`config.mk`:
```
export PLATFORM = sky130hd
export DESIGN_NAME = pcc_post
export DESIGN_NICKNAME = d
export VERILOG_FILES = /design/src/rtl/pcc_pkg.sv /design/src/rtl/pcc_post.sv
export SDC_FILE = /design/constraint.sdc
export NUM_CORES = 2
export LEC_CHECK = 0
export ABC_AREA = 1
export BUFFER_PORTS_ARGS = -buffer_cell sky130_fd_sc_hd__buf_4
export CAP_MARGIN = 20
export CELL_PAD_IN_SITES_DETAIL_PLACEMENT = 0
export CELL_PAD_IN_SITES_GLOBAL_PLACEMENT = 2
export CORE_MARGIN = 5
export CORE_UTILIZATION = 38
export CTS_CLUSTER_DIAMETER = 30
export DETAILED_ROUTE_END_ITERATION = 16
export GPL_TIMING_DRIVEN = 0
export MAX_ROUTING_LAYER = met4
export PLACE_DENSITY = 0.81
export SYNTH_ARGS = -nofsm -noshare
export SYNTH_HDL_FRONTEND = slang
export SYNTH_SLANG_ARGS = --single-unit
```
`constraint.sdc`:
```
create_clock -name clk -period 2.5 [get_ports clk]
set_input_delay 0.125 -clock clk [delete_from_list [all_inputs] [get_ports clk]]
set_output_delay 0.125 -clock clk [all_outputs]
set_load 0.05 [all_outputs]
```
`src/rtl/pcc_pkg.sv`:
```
// ----------------------------------------------------------------------------
// pcc_pkg: shared types and constants of the polar/cartesian converter
// Word types of both channels, the CORDIC stage record, fixed-point constants
// and the arctangent table.
// ----------------------------------------------------------------------------
package pcc_pkg;

	// field and datapath widths
	localparam int DATA_W     = 32;
	localparam int CX_W       = 52;   // cordic coordinates, Q32 with headroom
	localparam int Z_W        = 34;   // cordic angle, Q2.30 with headroom
	localparam int ANG_W      = 19;   // clamped input angle, Q2.16
	localparam int PROD_W     = 63;   // length times gain
	localparam int GAIN_W     = 30;
	localparam int MAG_W      = 49;   // final cordic x magnitude
	localparam int SPLIT      = 25;   // low part of the gain multiply
	localparam int GUARD_SH   = 16;   // Q15.16 to Q32
	localparam int ANG_SH     = 14;   // Q15.16 to Q2.30
	localparam int RND_W      = CX_W - GUARD_SH;
	localparam int ANG_OUT_W  = Z_W - ANG_SH;
	localparam int SUM_W      = MAG_W + GAIN_W;

	// function select codes
	localparam logic FUNC_TO_POLAR = 1'b0;
	localparam logic FUNC_TO_CART  = 1'b1;

	// fixed-point constants
	localparam logic [GAIN_W-1:0]        GAIN_Q30    = 30'd652032874;
	localparam logic signed [Z_W-1:0]    PI_Q30      = 34'sd3373259426;
	localparam logic signed [Z_W-1:0]    HALF_PI_Q30 = 34'sd1686629713;
	localparam logic signed [DATA_W-1:0] HALF_PI_Q16 = 32'sd102944;
	localparam logic signed [ANG_W-1:0]  ANGLE_LIMIT = 19'sd205887;
	localparam logic signed [DATA_W-1:0] SAT_MAX     = 32'sh7FFFFFFF;
	localparam logic signed [DATA_W-1:0] SAT_MIN     = 32'sh80000000;
	localparam logic signed [Z_W-1:0]    ANG_RND     = 34'sd8192;
	localparam logic signed [CX_W-1:0]   CX_RND      = 52'sd32768;

	// request word
	typedef struct packed {
		logic                     func;
		logic signed [DATA_W-1:0] first_in;
		logic signed [DATA_W-1:0] second_in;
	} in_word_t;

	// response word
	typedef struct packed {
		logic signed [DATA_W-1:0] first_out;
		logic signed [DATA_W-1:0] second_out;
		logic                     overflow;
	} out_word_t;

	// record carried through the rotation stages
	typedef struct packed {
		logic                     func;
		logic                     zero_x;
		logic                     ovf;
		logic signed [DATA_W-1:0] y_raw;
		logic signed [CX_W-1:0]   x;
		logic signed [CX_W-1:0]   y;
		logic signed [Z_W-1:0]    z;
	} cordic_t;

	// atan(2^-i) in Q2.30, truncated except entries 27 to 29, which are rounded
	function automatic logic [GAIN_W-1:0] atan_entry(input int idx);
		case (idx)
			0:       return 30'h3243F6A8;
			1:       return 30'h1DAC6705;
			2:       return 30'h0FADBAFC;
			3:       return 30'h07F56EA6;
			4:       return 30'h03FEAB76;
			5:       return 30'h01FFD55B;
			6:       return 30'h00FFFAAA;
			7:       return 30'h007FFF55;
			8:       return 30'h003FFFEA;
			9:       return 30'h001FFFFD;
			10:      return 30'h000FFFFF;
			11:      return 30'h0007FFFF;
			12:      return 30'h0003FFFF;
			13:      return 30'h0001FFFF;
			14:      return 30'h0000FFFF;
			15:      return 30'h00007FFF;
			16:      return 30'h00003FFF;
			17:      return 30'h00001FFF;
			18:      return 30'h00000FFF;
			19:      return 30'h000007FF;
			20:      return 30'h000003FF;
			21:      return 30'h000001FF;
			22:      return 30'h000000FF;
			23:      return 30'h0000007F;
			24:      return 30'h0000003F;
			25:      return 30'h0000001F;
			26:      return 30'h0000000F;
			27:      return 30'h00000008;
			28:      return 30'h00000004;
			29:      return 30'h00000002;
			default: return '0;
		endcase
	endfunction

endpackage

```
`src/rtl/pcc_post.sv`:
```
// ----------------------------------------------------------------------------
// pcc_post: gain correction, rounding and saturation
// Three stages: split gain multiply, angle and Q32 rounding; partial product
// sum, cartesian saturation and axis case; length rounding and final word assembly.
// ----------------------------------------------------------------------------
module pcc_post (
	input  logic               clk,
	input  logic               arst_n,
	input  logic               in_vld,
	input  pcc_pkg::cordic_t   in_data,
	output logic               out_vld,
	output pcc_pkg::out_word_t out_word
);

	localparam int LO_W = pcc_pkg::SPLIT + pcc_pkg::GAIN_W;
	localparam int HI_W = pcc_pkg::MAG_W - pcc_pkg::SPLIT + pcc_pkg::GAIN_W;

	logic signed [pcc_pkg::CX_W-1:0]      xi_c, yi_c, rxs_c, rys_c;
	logic signed [pcc_pkg::Z_W-1:0]       za_c;
	logic [pcc_pkg::MAG_W-1:0]            mag_x_c;
	logic [LO_W-1:0]                      pp_lo_c;
	logic [HI_W-1:0]                      pp_hi_c;

	logic                                 vld_s1, func_s1, zero_x_s1, ovf_s1;
	logic signed [pcc_pkg::DATA_W-1:0]    y_raw_s1;
	logic [LO_W-1:0]                      pp_lo_s1;
	logic [HI_W-1:0]                      pp_hi_s1;
	logic signed [pcc_pkg::ANG_OUT_W-1:0] ang_s1;
	logic signed [pcc_pkg::RND_W-1:0]     rx_s1, ry_s1;

	logic [pcc_pkg::SUM_W-1:0]            sum_c;
	logic signed [pcc_pkg::DATA_W-1:0]    ox_c, oy_c, ang_c;
	logic                                 satx_c, saty_c;
	logic signed [pcc_pkg::DATA_W:0]      ye_c;
	logic [pcc_pkg::DATA_W:0]             mag_sp_c;

	logic                                 vld_s2, func_s2, zero_x_s2, ovf_s2;
	logic [pcc_pkg::MAG_W-1:0]            mag_q32_s2;
	logic [pcc_pkg::DATA_W:0]             mag_sp_s2;
	logic signed [pcc_pkg::DATA_W-1:0]    first_c_s2, second_s2;

	logic [pcc_pkg::MAG_W:0]              rnd_c;
	logic [pcc_pkg::DATA_W+1:0]           mag_full_c;
	logic                                 sat_c;
	pcc_pkg::out_word_t                   word_c;

	logic                                 vld_s3;
	pcc_pkg::out_word_t                   word_s3;

	// stage 1: gain multiply in two halves, angle and coordinate rounding
	always_comb begin
		xi_c    = in_data.x;
		yi_c    = in_data.y;
		mag_x_c = xi_c[pcc_pkg::CX_W-1] ? '0 : xi_c[pcc_pkg::MAG_W-1:0];
		pp_lo_c = LO_W'(mag_x_c[pcc_pkg::SPLIT-1:0]) * LO_W'(pcc_pkg::GAIN_Q30);
		pp_hi_c = HI_W'(mag_x_c[pcc_pkg::MAG_W-1:pcc_pkg::SPLIT]) * HI_W'(pcc_pkg::GAIN_Q30);
		za_c    = in_data.z + pcc_pkg::ANG_RND;
		rxs_c   = xi_c + pcc_pkg::CX_RND;
		rys_c   = yi_c + pcc_pkg::CX_RND;
	end

	always_ff @(posedge clk or negedge arst_n) begin
		if (!arst_n) begin
			vld_s1 <= 1'b0;
		end else begin
			vld_s1 <= in_vld;
		end
	end

	always_ff @(posedge clk) begin
		func_s1   <= in_data.func;
		zero_x_s1 <= in_data.zero_x;
		ovf_s1    <= in_data.ovf;
		y_raw_s1  <= in_data.y_raw;
		pp_lo_s1  <= pp_lo_c;
		pp_hi_s1  <= pp_hi_c;
		ang_s1    <= za_c[pcc_pkg::Z_W-1:pcc_pkg::ANG_SH];
		rx_s1     <= rxs_c[pcc_pkg::CX_W-1:pcc_pkg::GUARD_SH];
		ry_s1     <= rys_c[pcc_pkg::CX_W-1:pcc_pkg::GUARD_SH];
	end

	// stage 2: sum partial products, saturate cartesian results, axis case
	always_comb begin
		sum_c = {pp_hi_s1, {pcc_pkg::SPLIT{1'b0}}}
			+ {{(pcc_pkg::SUM_W-LO_W){1'b0}}, pp_lo_s1};
		satx_c = (rx_s1 > pcc_pkg::SAT_MAX) || (rx_s1 < pcc_pkg::SAT_MIN);
		saty_c = (ry_s1 > pcc_pkg::SAT_MAX) || (ry_s1 < pcc_pkg::SAT_MIN);
		if (rx_s1 > pcc_pkg::SAT_MAX) begin
			ox_c = pcc_pkg::SAT_MAX;
		end else if (rx_s1 < pcc_pkg::SAT_MIN) begin
			ox_c = pcc_pkg::SAT_MIN;
		end else begin
			ox_c = rx_s1[pcc_pkg::DATA_W-1:0];
		end
		if (ry_s1 > pcc_pkg::SAT_MAX) begin
			oy_c = pcc_pkg::SAT_MAX;
		end else if (ry_s1 < pcc_pkg::SAT_MIN) begin
			oy_c = pcc_pkg::SAT_MIN;
		end else begin
			oy_c = ry_s1[pcc_pkg::DATA_W-1:0];
		end
		// x on the axis: angle from the sign of y alone
		if (zero_x_s1) begin
			if (y_raw_s1 > 0) begin
				ang_c = pcc_pkg::HALF_PI_Q16;
			end else if (y_raw_s1 < 0) begin
				ang_c = -pcc_pkg::HALF_PI_Q16;
			end else begin
				ang_c = '0;
			end
		end else begin
			ang_c = {{(pcc_pkg::DATA_W-pcc_pkg::ANG_OUT_W){ang_s1[pcc_pkg::ANG_OUT_W-1]}}, ang_s1};
		end
		ye_c     = {y_raw_s1[pcc_pkg::DATA_W-1], y_raw_s1};
		mag_sp_c = y_raw_s1[pcc_pkg::DATA_W-1] ? -ye_c : ye_c;
	end

	always_ff @(posedge clk or negedge arst_n) begin
		if (!arst_n) begin
			vld_s2 <= 1'b0;
		end else begin
			vld_s2 <= vld_s1;
		end
	end

	always_ff @(posedge clk) begin
		func_s2    <= func_s1;
		zero_x_s2  <= zero_x_s1;
		ovf_s2     <= ovf_s1 | satx_c | saty_c;
		mag_q32_s2 <= sum_c[pcc_pkg::SUM_W-1:pcc_pkg::GAIN_W];
		mag_sp_s2  <= mag_sp_c;
		first_c_s2 <= ox_c;
		second_s2  <= (func_s1 == pcc_pkg::FUNC_TO_CART) ? oy_c : ang_c;
	end

	// stage 3: round the length to Q15.16 and saturate
	always_comb begin
		rnd_c = {1'b0, mag_q32_s2} + (pcc_pkg::MAG_W+1)'(32768);
		mag_full_c = zero_x_s2 ? {1'b0, mag_sp_s2} : rnd_c[pcc_pkg::MAG_W:pcc_pkg::GUARD_SH];
		sat_c = mag_full_c > {2'b00, pcc_pkg::SAT_MAX};
		word_c.second_out = second_s2;
		if (func_s2 == pcc_pkg::FUNC_TO_CART) begin
			word_c.first_out = first_c_s2;
			word_c.overflow  = ovf_s2;
		end else begin
			word_c.first_out = sat_c ? pcc_pkg::SAT_MAX : mag_full_c[pcc_pkg::DATA_W-1:0];
			word_c.overflow  = sat_c;
		end
	end

	always_ff @(posedge clk or negedge arst_n) begin
		if (!arst_n) begin
			vld_s3 <= 1'b0;
		end else begin
			vld_s3 <= vld_s2;
		end
	end

	always_ff @(posedge clk) begin
		word_s3 <= word_c;
	end

	assign out_vld  = vld_s3;
	assign out_word = word_s3;

endmodule

```
==> results.py <==
metrics = {
    "synthesis": {
        "synth_area_sq_um": 44300,
        "synth.distinct_cells": 46,
        "ys_ff_latch": 411,
        "avgSynthCellArea_sq_um": 7.98,
        "synthArstFlopShare": 0.00730,
        "synth_edf_count": 0,
        "synth.most_common_cell": "inv_1",
        "yosys-top-cells-area": "fa_1, dfxtp_1, ha_1, inv_1, nand2_1",
        "yosysSeqAreaShare": 0.186,
        "yosysTopAreaCell": "fa_1",
        "yosys_most_used_dff": "dfxtp_1",
        "netlist_top_cells_count": "inv_1, nand2_1, fa_1, nor2_1, ha_1",
        "synth_cells": 5550,
        "yosys_warnings": 0,
        "synth_top_area_share": 0.268,
        "syn_nets": 6827,
    },
    "timing": {
        "clock_skew_ns": 0.0608,
        "drv_slew": 0,
        "post-route-period-util": 2.29,
        "setup_viol": 76,
        "max_freq_ghz": 0.174,
        "min_period_ns": 5.73,
        "setup_tns_ns": -216.51,
        "max_slew_margin": 0.293,
        "timing_hold_violations_final": 0,
        "worst_slack_ns": -3.23,
        "rsz0062_at_grt": "true",
        "tightest_slew_ns": 1.05,
    },
    "worst_hold_path": {
        "min_path_cells": 4,
        "worstHoldEndpoint": "ry_s1[4]",
        "hp-class": "input pin to flip-flop",
        "hold_start": "in_data[49]",
    },
    "worst_setup_path": {
        "cp_slowest_cell": "fa_1",
        "crit_fanout": 7,
        "max_stage_delay_ns": 0.54,
        "critPathKind": "input pin to flip-flop",
        "rr_worst_depth": 10,
        "worst-path-buf-inv": 13,
        "arrival_ns": 6.28,
        "cp_top_family": "adder cells",
        "timing.rr.start": "pp_lo_s1[46]",
        "startpoint_type": "input pin",
        "required_ns": 3.04,
        "reg2reg_slack_ns": 0.13,
        "r2r_end": "mag_q32_s2[21]",
        "critPathLaunch": "in_data[137]",
        "worstSetupEndpointType": "flip-flop",
        "crit_top_cell": "fa_1",
    },
    "run_status": {
        "status": "finished, violations left",
        "violations": "setup timing",
    },
    "route": {
        "wl_per_cell_um": 21.0,
        "drt_iter0_drc": 2498,
        "dr.pass1.iters": 6,
        "vias": 38200,
        "viasPerCell": 4.84,
        "drcViolationCount": 0,
        "ant_nets": 0,
        "drt_wl_total_mm": 165,
    },
    "grt": {
        "antenna_found_initial": 7,
        "grt_max_degree": 14,
        "grt_pass1_wl_mm": 244,
        "grt_usage": 0.273,
        "grt_overflow_total": 0,
        "grt_pass1_vias": 38700,
    },
    "clock_tree": {
        "clk_pin_slew_ns": 0.05,
        "clockBufferDepth": 3,
        "clock_sinks": 411,
        "cts_tree": "yes",
        "insertion_delay_ns": 0.66,
        "cts_buffers": 75,
        "cts_max_level": 3,
        "root_buffer": "clkbuf_16",
    },
    "final_layout": {
        "fin_nets": 7568,
        "fill_cells": 11100,
        "layout-drive-gt1-share": 0.250,
        "area_delta_synth_final_pct": 35.5,
        "layoutNonFillerInstCount": 7882,
    },
    "job": {
        "max_cap_viol_count": 0,
    },
    "floorplanning": {
        "row_count": 125,
        "die_h_um": 351,
        "die_area_sq_um": 123000,
        "start_util": 0.382,
        "die_x_um": 351,
        "core_sq_um": 116000,
        "pin_count": 242,
    },
    "placement": {
        "dp_cells": 7286,
        "gp_congestion": 0.975,
        "dp_hpwl_mm": 141,
        "port_buffers": 212,
    },
}
## worst reg2reg max path: stages (launching register included)
cell     delay [ns]
dfxtp_1        0.30
ha_1           0.45
nand2_1        0.19
nor2_1         0.21
inv_1          0.08
nor2_1         0.15
inv_1          0.09
nor2_1         0.15
nor2_1         0.06
nand2_1        0.10
xor2_1         0.44
## cell usage in the layout (no fill, tap or decap), types with 25 or more instances in the layout
cell,n
a21oi_4,37
or2_2,50
o21ai_0,110
fa_1,505
nand4_1,74
xnor2_1,50
xor2_1,117
a21oi_1,114
dfxtp_1,407
ha_1,386
nand2_2,68
nor2_4,134
nand3_2,27
o21ai_2,25
nand3_1,195
clkbuf_1,34
nand2_4,42
nand2_1,874
buf_12,33
nor3_1,64
ha_4,108
clkbuf_16,76
inv_1,1156
a21oi_2,52
inv_2,142
nor2_1,356
nor2_2,58
buf_4,399
buf_6,36
dlygate4sd3_1,197
fa_2,87
## cell families after synthesis
kind of cell	count (synthesis)	share of synthesized area
AO/OA/AOI/OAI	448	0.0554
XOR/XNOR	192	0.0380
adder cells (fa/ha/maj)	1101	0.411
buffers and inverters	1387	0.118
flip-flops	411	0.186
AND/OR/NAND/NOR	2011	0.191
## how the worst max path moves through the flow
stage / to / cells past startpoint
2_1_floorplan: pp_hi_s1[50] / 27
4_1_cts: pp_hi_s1[40] / 29
3_3_place_gp: pp_lo_s1[28] / 27
5_1_grt: pp_hi_s1[45] / 28
3_5_place_dp: pp_lo_s1[30] / 26
6_report: pp_hi_s1[45] / 30
## registers in the layout (all words and copies together), names as in the netlist, 20 cells and up
| signal | cells |
|---|---|
| ang_s1 | 20 |
| first_c_s2 | 32 |
| mag_q32_s2 | 34 |
| mag_sp_s2 | 33 |
| out_word | 65 |
| pp_hi_s1 | 53 |
| pp_lo_s1 | 29 |
| rx_s1 | 36 |
| ry_s1 | 36 |
| second_s2 | 32 |
| y_raw_s1 | 32 |
## what timing repair did
item | CTS | global route
setup endpoints to repair | 81 | 132
hold endpoints to repair | 131 | 0
setup buffers | 149 | 106
hold buffers | 198 | 0
cloned | 4 | 0
pin swaps | 194 | 284
resized for setup | 464 | 502
## through the flow
| stage | hold WS [ns] | util | setup slack, ns | instance area [sq um] |
|---|---|---|---|---|
| 2_1_floorplan | -0.171 | - | -3.09 | 45900 |
| 3_3_place_gp | -0.0873 | 0.427 | -4.89 | 49400 |
| 3_5_place_dp | -0.0840 | 0.427 | -4.88 | 49400 |
| 4_1_cts | 0.00148 | 0.494 | -3.18 | 57300 |
| 5_1_grt | 0.0201 | 0.518 | -3.35 | 60000 |
| 6_report | 0.0161 | 0.518 | -3.23 | 60000 |
## metal layers
| layer | routed length, um | global-route usage |
|---|---|---|
| met1 | 82900 | 0.414 |
| met2 | 68800 | 0.388 |
| met3 | 10800 | 0.0466 |
| met4 | 2780 | 0.0418 |
| met5 | 0 | - |
## layout make-up
cell class	count	area [sq um]	area share
flip-flops and latches	411	8240	0.137
well taps	1524	1910	0.0318
multi-input cells	3752	35600	0.594
clock inverters	55	707	0.0118
inverters	1339	5170	0.0862
diodes	6	15.0	0.000250
clock buffers	83	1960	0.0326
plain buffers	48	315	0.00525
repair buffers	664	6060	0.101
Power is not shown: default switching activity piles up to over one toggle a cycle in this logic, so the estimate is an artifact.
